File: src/sv/ccs_pkg.sv
// shared constants and helpers of the clock calendar setter
// command codes, field codes, counter widths and bcd conversion
// no dependencies
`default_nettype none

package ccs_pkg;

    // command codes carried in tuser
    localparam logic [2:0] CMD_TOGGLE = 3'd0;
    localparam logic [2:0] CMD_NEXT   = 3'd1;
    localparam logic [2:0] CMD_INC    = 3'd2;
    localparam logic [2:0] CMD_DEC    = 3'd3;
    localparam logic [2:0] CMD_LOAD   = 3'd4;

    // selected field codes
    localparam logic [2:0] FLD_NONE   = 3'd0;
    localparam logic [2:0] FLD_SECOND = 3'd1;
    localparam logic [2:0] FLD_MINUTE = 3'd2;
    localparam logic [2:0] FLD_HOUR   = 3'd3;
    localparam logic [2:0] FLD_DAY    = 3'd4;
    localparam logic [2:0] FLD_MONTH  = 3'd5;
    localparam logic [2:0] FLD_YEAR   = 3'd6;

    // counter limits
    localparam logic [5:0] SEC_MAX   = 6'd59;
    localparam logic [5:0] MIN_MAX   = 6'd59;
    localparam logic [4:0] HOUR_MAX  = 5'd23;
    localparam logic [4:0] DAY_MAX   = 5'd31;
    localparam logic [4:0] DAY_30    = 5'd30;
    localparam logic [4:0] DAY_29    = 5'd29;
    localparam logic [4:0] DAY_28    = 5'd28;
    localparam logic [3:0] MONTH_MAX = 4'd12;
    localparam logic [6:0] YEAR_MAX  = 7'd99;

    // stream widths
    localparam int IN_DATA_W  = 48;
    localparam int OUT_DATA_W = 48;
    localparam int CMD_W      = 3;

    // two bcd nibbles to binary, nibbles above 9 taken as hi*10+lo (max 165)
    function automatic logic [7:0] bcd_to_bin(input logic [7:0] v);
        logic [7:0] tens;
        tens = {4'd0, v[7:4]} * 8'd10;
        return tens + {4'd0, v[3:0]};
    endfunction

    // binary 0..99 to two bcd nibbles, divide by 10 via reciprocal multiply
    function automatic logic [7:0] bin_to_bcd(input logic [6:0] v);
        logic [14:0] prod;
        logic [3:0]  tens;
        logic [6:0]  ones;
        prod = {8'd0, v} * 15'd205;
        tens = prod[14:11];
        ones = v - 7'({3'd0, tens} * 7'd10);
        return {tens, ones[3:0]};
    endfunction

endpackage

`default_nettype wire

File: src/sv/clock_calendar_setter_top.sv
// clock calendar setter, top level
// depends on ccs_pkg for command codes, field codes and bcd helpers
`default_nettype none

// Clock/calendar setter. Each input beat carries one event in s_axis_tuser:
// toggle set mode, next field, increment, decrement or load. Toggle enters
// set mode with seconds selected, or leaves it and clears the selection.
// Next steps the selection second, minute, hour, day, month, year and back
// to second; increment and decrement wrap the selected field, and the day
// wraps at the month's length (30, 31, or 28/29 for February with the leap
// test on the two-digit year divisible by four). Next, increment and
// decrement act only in set mode; load acts only outside it and clamps each
// bcd value into its field's range. Every input beat gives exactly one
// output beat with the set flag, the selected field and all six counters in
// bcd. The counters update on the accepting edge, so one beat is taken per
// clock unless the output stalls; each output beat appears in the cycle
// after its input beat, and the single output register is the only
// buffering: input is taken whenever it is empty or drained in that cycle.
module clock_calendar_setter_top
    import ccs_pkg::*;
(
    input  wire                   i_clk,
    input  wire                   i_rst_n,
    // input stream
    input  wire                   s_axis_tvalid,
    output logic                  s_axis_tready,
    // tdata: load_second[7:0], load_minute, load_hour, load_day, load_month,
    //        load_year[47:40]
    input  wire  [IN_DATA_W-1:0]  s_axis_tdata,
    // tuser: cmd[2:0]
    input  wire  [CMD_W-1:0]      s_axis_tuser,
    // output stream
    output logic                  m_axis_tvalid,
    input  wire                   m_axis_tready,
    // tdata: setting[0], selected_field[3:1], second_bcd[10:4],
    //        minute_bcd[17:11], hour_bcd[23:18], day_bcd[29:24],
    //        month_bcd[34:30], year_bcd[42:35], zero pad[47:43]
    output logic [OUT_DATA_W-1:0] m_axis_tdata
);

    // state registers
    logic       r_set,    n_set;
    logic [2:0] r_sel,    n_sel;
    logic [5:0] r_second, n_second;
    logic [5:0] r_minute, n_minute;
    logic [4:0] r_hour,   n_hour;
    logic [4:0] r_day,    n_day;
    logic [3:0] r_month,  n_month;
    logic [6:0] r_year,   n_year;
    logic       r_out_valid;

    logic       accept;
    logic [4:0] day_lim;

    // load values converted and clamped
    logic [7:0] ld_sec, ld_min, ld_hour, ld_day, ld_month, ld_year;

    // output register empty or draining this cycle
    assign s_axis_tready = !r_out_valid || m_axis_tready;
    assign accept        = s_axis_tvalid && s_axis_tready;

    // days in the current month
    always_comb begin
        if (r_month == 4'd4 || r_month == 4'd6 || r_month == 4'd9 ||
            r_month == 4'd11) begin
            day_lim = DAY_30;
        end else if (r_month == 4'd2) begin
            day_lim = (r_year[1:0] == 2'd0) ? DAY_29 : DAY_28;
        end else begin
            day_lim = DAY_MAX;
        end
    end

    assign ld_sec   = bcd_to_bin(s_axis_tdata[7:0]);
    assign ld_min   = bcd_to_bin(s_axis_tdata[15:8]);
    assign ld_hour  = bcd_to_bin(s_axis_tdata[23:16]);
    assign ld_day   = bcd_to_bin(s_axis_tdata[31:24]);
    assign ld_month = bcd_to_bin(s_axis_tdata[39:32]);
    assign ld_year  = bcd_to_bin(s_axis_tdata[47:40]);

    // next state for one event
    always_comb begin
        n_set    = r_set;
        n_sel    = r_sel;
        n_second = r_second;
        n_minute = r_minute;
        n_hour   = r_hour;
        n_day    = r_day;
        n_month  = r_month;
        n_year   = r_year;

        unique case (s_axis_tuser)
            CMD_TOGGLE: begin
                n_set = !r_set;
                n_sel = r_set ? FLD_NONE : FLD_SECOND;
            end
            CMD_NEXT: begin
                if (r_set) begin
                    n_sel = (r_sel >= FLD_YEAR) ? FLD_SECOND : r_sel + 3'd1;
                end
            end
            CMD_INC: begin
                if (r_set) begin
                    unique case (r_sel)
                        FLD_SECOND: n_second = (r_second >= SEC_MAX) ? 6'd0
                                             : r_second + 6'd1;
                        FLD_MINUTE: n_minute = (r_minute >= MIN_MAX) ? 6'd0
                                             : r_minute + 6'd1;
                        FLD_HOUR:   n_hour   = (r_hour >= HOUR_MAX) ? 5'd0
                                             : r_hour + 5'd1;
                        FLD_DAY:    n_day    = (r_day >= day_lim) ? 5'd1
                                             : r_day + 5'd1;
                        FLD_MONTH:  n_month  = (r_month >= MONTH_MAX) ? 4'd1
                                             : r_month + 4'd1;
                        FLD_YEAR:   n_year   = (r_year >= YEAR_MAX) ? 7'd0
                                             : r_year + 7'd1;
                        default: begin
                        end
                    endcase
                end
            end
            CMD_DEC: begin
                if (r_set) begin
                    unique case (r_sel)
                        FLD_SECOND: n_second = (r_second == 6'd0) ? SEC_MAX
                                             : r_second - 6'd1;
                        FLD_MINUTE: n_minute = (r_minute == 6'd0) ? MIN_MAX
                                             : r_minute - 6'd1;
                        FLD_HOUR:   n_hour   = (r_hour == 5'd0) ? HOUR_MAX
                                             : r_hour - 5'd1;
                        FLD_DAY:    n_day    = (r_day <= 5'd1) ? day_lim
                                             : r_day - 5'd1;
                        FLD_MONTH:  n_month  = (r_month <= 4'd1) ? MONTH_MAX
                                             : r_month - 4'd1;
                        FLD_YEAR:   n_year   = (r_year == 7'd0) ? YEAR_MAX
                                             : r_year - 7'd1;
                        default: begin
                        end
                    endcase
                end
            end
            CMD_LOAD: begin
                if (!r_set) begin
                    // clamp into each field's range
                    n_second = (ld_sec > {2'd0, SEC_MAX}) ? SEC_MAX : ld_sec[5:0];
                    n_minute = (ld_min > {2'd0, MIN_MAX}) ? MIN_MAX : ld_min[5:0];
                    n_hour   = (ld_hour > {3'd0, HOUR_MAX}) ? HOUR_MAX : ld_hour[4:0];
                    if (ld_day == 8'd0) begin
                        n_day = 5'd1;
                    end else if (ld_day > {3'd0, DAY_MAX}) begin
                        n_day = DAY_MAX;
                    end else begin
                        n_day = ld_day[4:0];
                    end
                    if (ld_month == 8'd0) begin
                        n_month = 4'd1;
                    end else if (ld_month > {4'd0, MONTH_MAX}) begin
                        n_month = MONTH_MAX;
                    end else begin
                        n_month = ld_month[3:0];
                    end
                    n_year = (ld_year > {1'b0, YEAR_MAX}) ? YEAR_MAX : ld_year[6:0];
                end
            end
            default: begin
                // unknown commands leave the state alone
            end
        endcase
    end

    // state updates on every accepted beat
    always_ff @(posedge i_clk) begin
        if (!i_rst_n) begin
            r_set       <= 1'b0;
            r_sel       <= FLD_NONE;
            r_second    <= 6'd0;
            r_minute    <= 6'd0;
            r_hour      <= 5'd0;
            r_day       <= 5'd0;
            r_month     <= 4'd0;
            r_year      <= 7'd0;
            r_out_valid <= 1'b0;
        end else begin
            if (accept) begin
                r_set    <= n_set;
                r_sel    <= n_sel;
                r_second <= n_second;
                r_minute <= n_minute;
                r_hour   <= n_hour;
                r_day    <= n_day;
                r_month  <= n_month;
                r_year   <= n_year;
            end
            if (accept) begin
                r_out_valid <= 1'b1;
            end else if (m_axis_tready) begin
                r_out_valid <= 1'b0;
            end
        end
    end

    // the state only moves on an accepted beat, which needs the output slot
    // free, so the registered state is the pending result beat
    logic [7:0] sec_bcd, min_bcd, hour_bcd, day_bcd, month_bcd, year_bcd;

    assign sec_bcd   = bin_to_bcd({1'b0, r_second});
    assign min_bcd   = bin_to_bcd({1'b0, r_minute});
    assign hour_bcd  = bin_to_bcd({2'd0, r_hour});
    assign day_bcd   = bin_to_bcd({2'd0, r_day});
    assign month_bcd = bin_to_bcd({3'd0, r_month});
    assign year_bcd  = bin_to_bcd(r_year);

    assign m_axis_tvalid = r_out_valid;
    assign m_axis_tdata  = {5'd0,
                            year_bcd,
                            month_bcd[4:0],
                            day_bcd[5:0],
                            hour_bcd[5:0],
                            min_bcd[6:0],
                            sec_bcd[6:0],
                            r_sel,
                            r_set};

endmodule

`default_nettype wire
File: config.mk
export PLATFORM = sky130hd
export DESIGN_NAME = clock_calendar_setter_top
export DESIGN_NICKNAME = d
export VERILOG_FILES = /design/src/sv/ccs_pkg.sv /design/src/sv/clock_calendar_setter_top.sv
export SDC_FILE = /design/constraint.sdc
export NUM_CORES = 1
export LEC_CHECK = 0
export BUFFER_PORTS_ARGS = -buffer_cell sky130_fd_sc_hd__buf_2
export CORE_ASPECT_RATIO = 1.4
export CORE_MARGIN = 1
export CORE_UTILIZATION = 62
export CTS_CLUSTER_SIZE = 40
export DETAILED_ROUTE_END_ITERATION = 8
export PLACE_DENSITY = 0.91
export SLEW_MARGIN = 5
export SYNTH_ARGS = -nofsm -noshare
export SYNTH_HDL_FRONTEND = slang
export SYNTH_SLANG_ARGS = --single-unit
File: constraint.sdc
create_clock -name i_clk -period 5.3 [get_ports i_clk]
set_input_delay 0.53 -clock i_clk [delete_from_list [all_inputs] [get_ports i_clk]]
set_output_delay 0.53 -clock i_clk [all_outputs]
set_load 0.05 [all_outputs]
==> summary.md <==
| Metric | Value |
|---|---|
| Highest Clock Rate | 196 MHz |
| Sequential fraction of design power | 0.246 |
| Final period util | 0.964 |
| # H-tree levels | 2 |
| Final setup violation count | 0 |
| Max Cap Viol | 0 |
| Fin Hold WS | 0.544 ns |
| Int Pwr | 0.713 mW |
| Number of enable-type register cells in the synthesized netlist | 0 |
| Max Clock Skew | 0.00403 ns |
| Slowest cell delay on critical path | 0.51 ns |
| Total of flip-flops plus latches after synthesis | 38 |
| CP Data Required Time | 4.77 ns |
| I/O Buffers | 99 |
| Unique cell type count in the Yosys netlist | 83 |
| Most used cell, CP | sky130_fd_sc_hd__ha_1 |
| Initial antenna violation count | 3 |
| Standard cell with the maximum stage delay on the critical path | sky130_fd_sc_hd__fa_1 |
| Drt pass-1 iters | 5 |
| Number of failing hold endpoints at the final stage | 0 |
| Tot GR Track Use | 0.292 |
| Instance count along the most critical hold path | 3 |
| Area share of the leading cell type in the synthesized netlist | 0.332 |
| Overall die area | 15500 µm² |
| Number of max-slew violations in the final report | 0 |
| Drt via density | 6.14 |
| Standard cell core area | 14500 µm² |
| Fraction of the yosys area taken by sequential cells | 0.0821 |
| Largest net degree at the start of global routing | 28 |
| Leakage power | 5.49 nW |
| Library cell occupying the most area in the post-synthesis netlist | sky130_fd_sc_hd__ha_1 |
| Wire per inst | 16.2 µm |
| Width of the die | 105 µm |
| Starting Density | 0.639 |
| # DRC | 0 |
| Routability cong. | 0.968 |
| Clock latency on the worst-skew pair | 0.29 ns |
| Switching part of the total | 0.431 |
| Switching Power | 0.541 mW |
| Die H | 147 µm |
| Min-delay src | s_axis_tvalid |
| Share of total power in combinational logic | 0.503 |
| Synthesized instance count | 1108 |
| Growth of design area from synthesis to finish | 11.5% |
| Worst IR drop on VDD | 0.161 mV |
| Pin slew with the least headroom to its limit | 0.923 ns |
| Proportion of synthesized flip-flops having asynchronous set or reset | 0 |
| Layout Nets | 1541 |
| Critical-path cell list | buf_4 > ha_1 > ha_4 > fa_1 > inv_1 > fa_1 > inv_1 > ha_1 > nand3_1 > nor3_1 > nor3_2 > buf_4 > xnor2_2 > ha_1 > fa_2 > xnor2_1 > xnor2_1 > xnor2_2 > buf_6 |
| Leading cell types by total area after synthesis | sky130_fd_sc_hd__ha_1, sky130_fd_sc_hd__fa_1, sky130_fd_sc_hd__dfxtp_1, sky130_fd_sc_hd__inv_1, sky130_fd_sc_hd__xnor2_1 |
| WHS Endpoint | m_axis_tvalid |
| Number of global-route vias before repair | 8707 |
| Summed instance area of the synthesized netlist | 9270 µm² |
| Row Count | 52 |
| Placed wire-length estimate | 18.4 mm |
| Max-slew headroom | 0.384 |
| Final Critical Period | 5.11 ns |
| Startpoint of the lowest-slack register-to-register path | r_year[0] |
| Vias post-DR | 8540 |
| Global-route wire length before repair | 37.5 mm |
| Worst Path Arrival | 4.58 ns |
| Clock-pin slew of the registers on the worst-case setup and hold paths | 0.06 ns |
| Non-Filler Instances | 1392 |
| Layout cells sized above 1 | 0.167 |
| Clock network fraction of total power | 0.250 |
| Syn Area/Cell | 8.37 µm² |
| Crit path max fanout | 7 |
| Primary flip-flop cell chosen by synthesis mapping | sky130_fd_sc_hd__dfxtp_1 |
| IO Count | 105 |
| Yosys Warn Count | 0 |
| Worst setup startpoint | r_year[4] |
| Number of placed cells counting well taps | 1379 |
| Routed Antenna Nets | 0 |
| Startpoint Class | flip-flop |
| Reg2reg end | r_day[2] |
| Maximum clock insertion buffer count | 2 |
| Crit end category | output pin |
| Unrepaired setup endpoints after global routing | false |
| Count of buffering cells on the critical path with inverters included | 5 |
| Cts bufs inserted | 5 |
| Cell Pwr Density | 121 nW/µm² |
| Sum of routed wire length over all layers | 22.5 mm |
| Cell family with most CP delay | adder cells |
| Worst Path Class, Setup | reg2out |
| Total grt overflow | 0 |
| Hold Path Class | in2reg |
| Clock tree from TritonCTS | done |
| Run status | complete, no violations |
| Initial detailed-routing violation count | 479 |
| Number of clock sinks seen by CTS | 38 |
| Register-to-Register Setup Slack | 2.38 ns |
| Clk root buf | sky130_fd_sc_hd__clkbuf_16 |
| Number of cells traversed by the worst register-to-register path | 10 |
==> what timing repair did <==
item | in CTS | in global routing
hold buffers | 0 | 0
pin swaps | 2 | 8
hold endpoints to repair | 0 | 0
buffers inserted | 1 | 1
cloned | 0 | 0
endpoints found under the setup margin | 2 | 3
gates resized for setup | 9 | 27
==> area by class of cell <==
class                   count  area [µm²]
multi-input cells         880        7950
fillers                  1075        4170
flip-flops and latches     38         785
repair buffers            112         608
inverters                 162         608
well taps                 189         236
clock buffers               7         143
diodes                      3        7.51
clock inverters             1        5.00
==> state kept, by name, indices dropped and copies added (netlist names) <==
signal         flops
r_minute           6
r_sel              3
r_month            4
r_set              1
r_year             7
r_hour             5
m_axis_tvalid      1
r_day              5
r_second           6
==> cells in the mapped netlist (12+ instances only) <==
master                     instances
sky130_fd_sc_hd__nand3_1          28
sky130_fd_sc_hd__nor2_1           36
sky130_fd_sc_hd__inv_1           162
sky130_fd_sc_hd__a21o_1           23
sky130_fd_sc_hd__ha_1            246
sky130_fd_sc_hd__a21oi_1          66
sky130_fd_sc_hd__a31oi_1          23
sky130_fd_sc_hd__o21ai_0          52
sky130_fd_sc_hd__fa_1             41
sky130_fd_sc_hd__buf_4            12
sky130_fd_sc_hd__xnor2_1          41
sky130_fd_sc_hd__dfxtp_1          38
sky130_fd_sc_hd__nand2_1          75
sky130_fd_sc_hd__nor3_1           16
sky130_fd_sc_hd__o221ai_1         13
sky130_fd_sc_hd__xor2_1           19
==> per-layer routing <==
layer | vias to the layer above | track usage | share of wire
met1 | 4009 | 0.301 | 0.38
met3 | 94 | 0.0324 | 0.040
li1 | 4136 | - | -
met2 | 301 | 0.564 | 0.54
met5 | - | 0 | 0
met4 | 0 | 0.163 | 0.042
==> worst max-delay path by stage <==
| stage | end | depth (start not counted) |
|---|---|---|
| finish | m_axis_tdata[38] | 19 |
| global route | m_axis_tdata[7] | 19 |
| CTS | m_axis_tdata[7] | 20 |
| detailed placement | m_axis_tdata[38] | 18 |
| global placement | m_axis_tdata[38] | 18 |
| floorplan | m_axis_tdata[14] | 17 |
==> cell families (layout without fill, tap and decap cells) <==
logic type | after synthesis | count (layout) | share of synthesized area
flip-flops | 38 | 38 | 0.0821
XOR/XNOR | 61 | 61 | 0.0591
adder cells (fa/ha/maj) | 288 | 288 | 0.422
AO/OA/AOI/OAI | 287 | 287 | 0.214
multiplexers | 7 | 7 | 0.00783
buffers and inverters | 194 | 282 | 0.0845
AND/OR/NAND/NOR | 232 | 232 | 0.130
other | 1 | 8 | 0.000404
==> per-stage QoR <==
step	setup TNS [ns]	worst slack (ns)	cell area, µm²	util	power [mW]
floorplan	-0.152	-0.147	9430	-	0.787
global placement	0	0.338	10100	0.694	0.906
detailed placement	0	0.207	10100	0.694	0.930
CTS	0	0.00612	10300	0.707	1.25
global route	0	0.00751	10300	0.713	1.34
finish	0	0.189	10300	0.713	1.25
==> tightest hold or removal path, delay by kind of cell <==
kind	cells	cell delay (ns)
buf+inv	2	0.20
compound gates	1	0.05
==> cells in the final DEF, fill, tap and decap left out, types with 5 or more instances in the layout <==
cell type,synthesis,routed
sky130_fd_sc_hd__o31ai_1,5,5
sky130_fd_sc_hd__buf_2,7,96
sky130_fd_sc_hd__inv_2,0,9
sky130_fd_sc_hd__o211ai_1,7,7
sky130_fd_sc_hd__nor2_1,36,36
sky130_fd_sc_hd__fa_1,41,37
sky130_fd_sc_hd__and3_1,8,8
sky130_fd_sc_hd__dfxtp_2,0,7
sky130_fd_sc_hd__a221oi_1,8,8
sky130_fd_sc_hd__xor2_1,19,16
sky130_fd_sc_hd__nand2_1,75,75
sky130_fd_sc_hd__o221a_2,8,8
sky130_fd_sc_hd__a21boi_0,7,7
sky130_fd_sc_hd__ha_1,246,241
sky130_fd_sc_hd__mux2i_1,5,5
sky130_fd_sc_hd__nand2b_1,6,6
sky130_fd_sc_hd__a31oi_1,23,23
sky130_fd_sc_hd__a211oi_1,8,8
sky130_fd_sc_hd__o21ai_0,52,51
sky130_fd_sc_hd__conb_1,1,5
sky130_fd_sc_hd__o21a_1,7,7
sky130_fd_sc_hd__dfxtp_1,38,27
sky130_fd_sc_hd__o22ai_1,7,7
sky130_fd_sc_hd__or2_2,8,8
sky130_fd_sc_hd__nand4_1,9,9
sky130_fd_sc_hd__clkbuf_16,0,5
sky130_fd_sc_hd__a21oi_2,3,6
sky130_fd_sc_hd__a21o_1,23,23
sky130_fd_sc_hd__nor3_1,16,14
sky130_fd_sc_hd__xnor2_1,41,37
sky130_fd_sc_hd__inv_1,162,153
sky130_fd_sc_hd__o221ai_1,13,12
sky130_fd_sc_hd__nor2b_1,10,10
sky130_fd_sc_hd__a21oi_1,66,63
sky130_fd_sc_hd__nand3_1,28,28
sky130_fd_sc_hd__buf_4,12,14
==> power by group through the flow <==
stage / clock [mW] / combinational, mW / sequential, mW
floorplan: 0 / 0.472 / 0.315
global placement: 0 / 0.591 / 0.314
detailed placement: 0 / 0.615 / 0.315
CTS: 0.313 / 0.624 / 0.309
global route: 0.327 / 0.699 / 0.310
finish: 0.314 / 0.631 / 0.309
No activity file was read; power rests on OpenSTA's default activity.
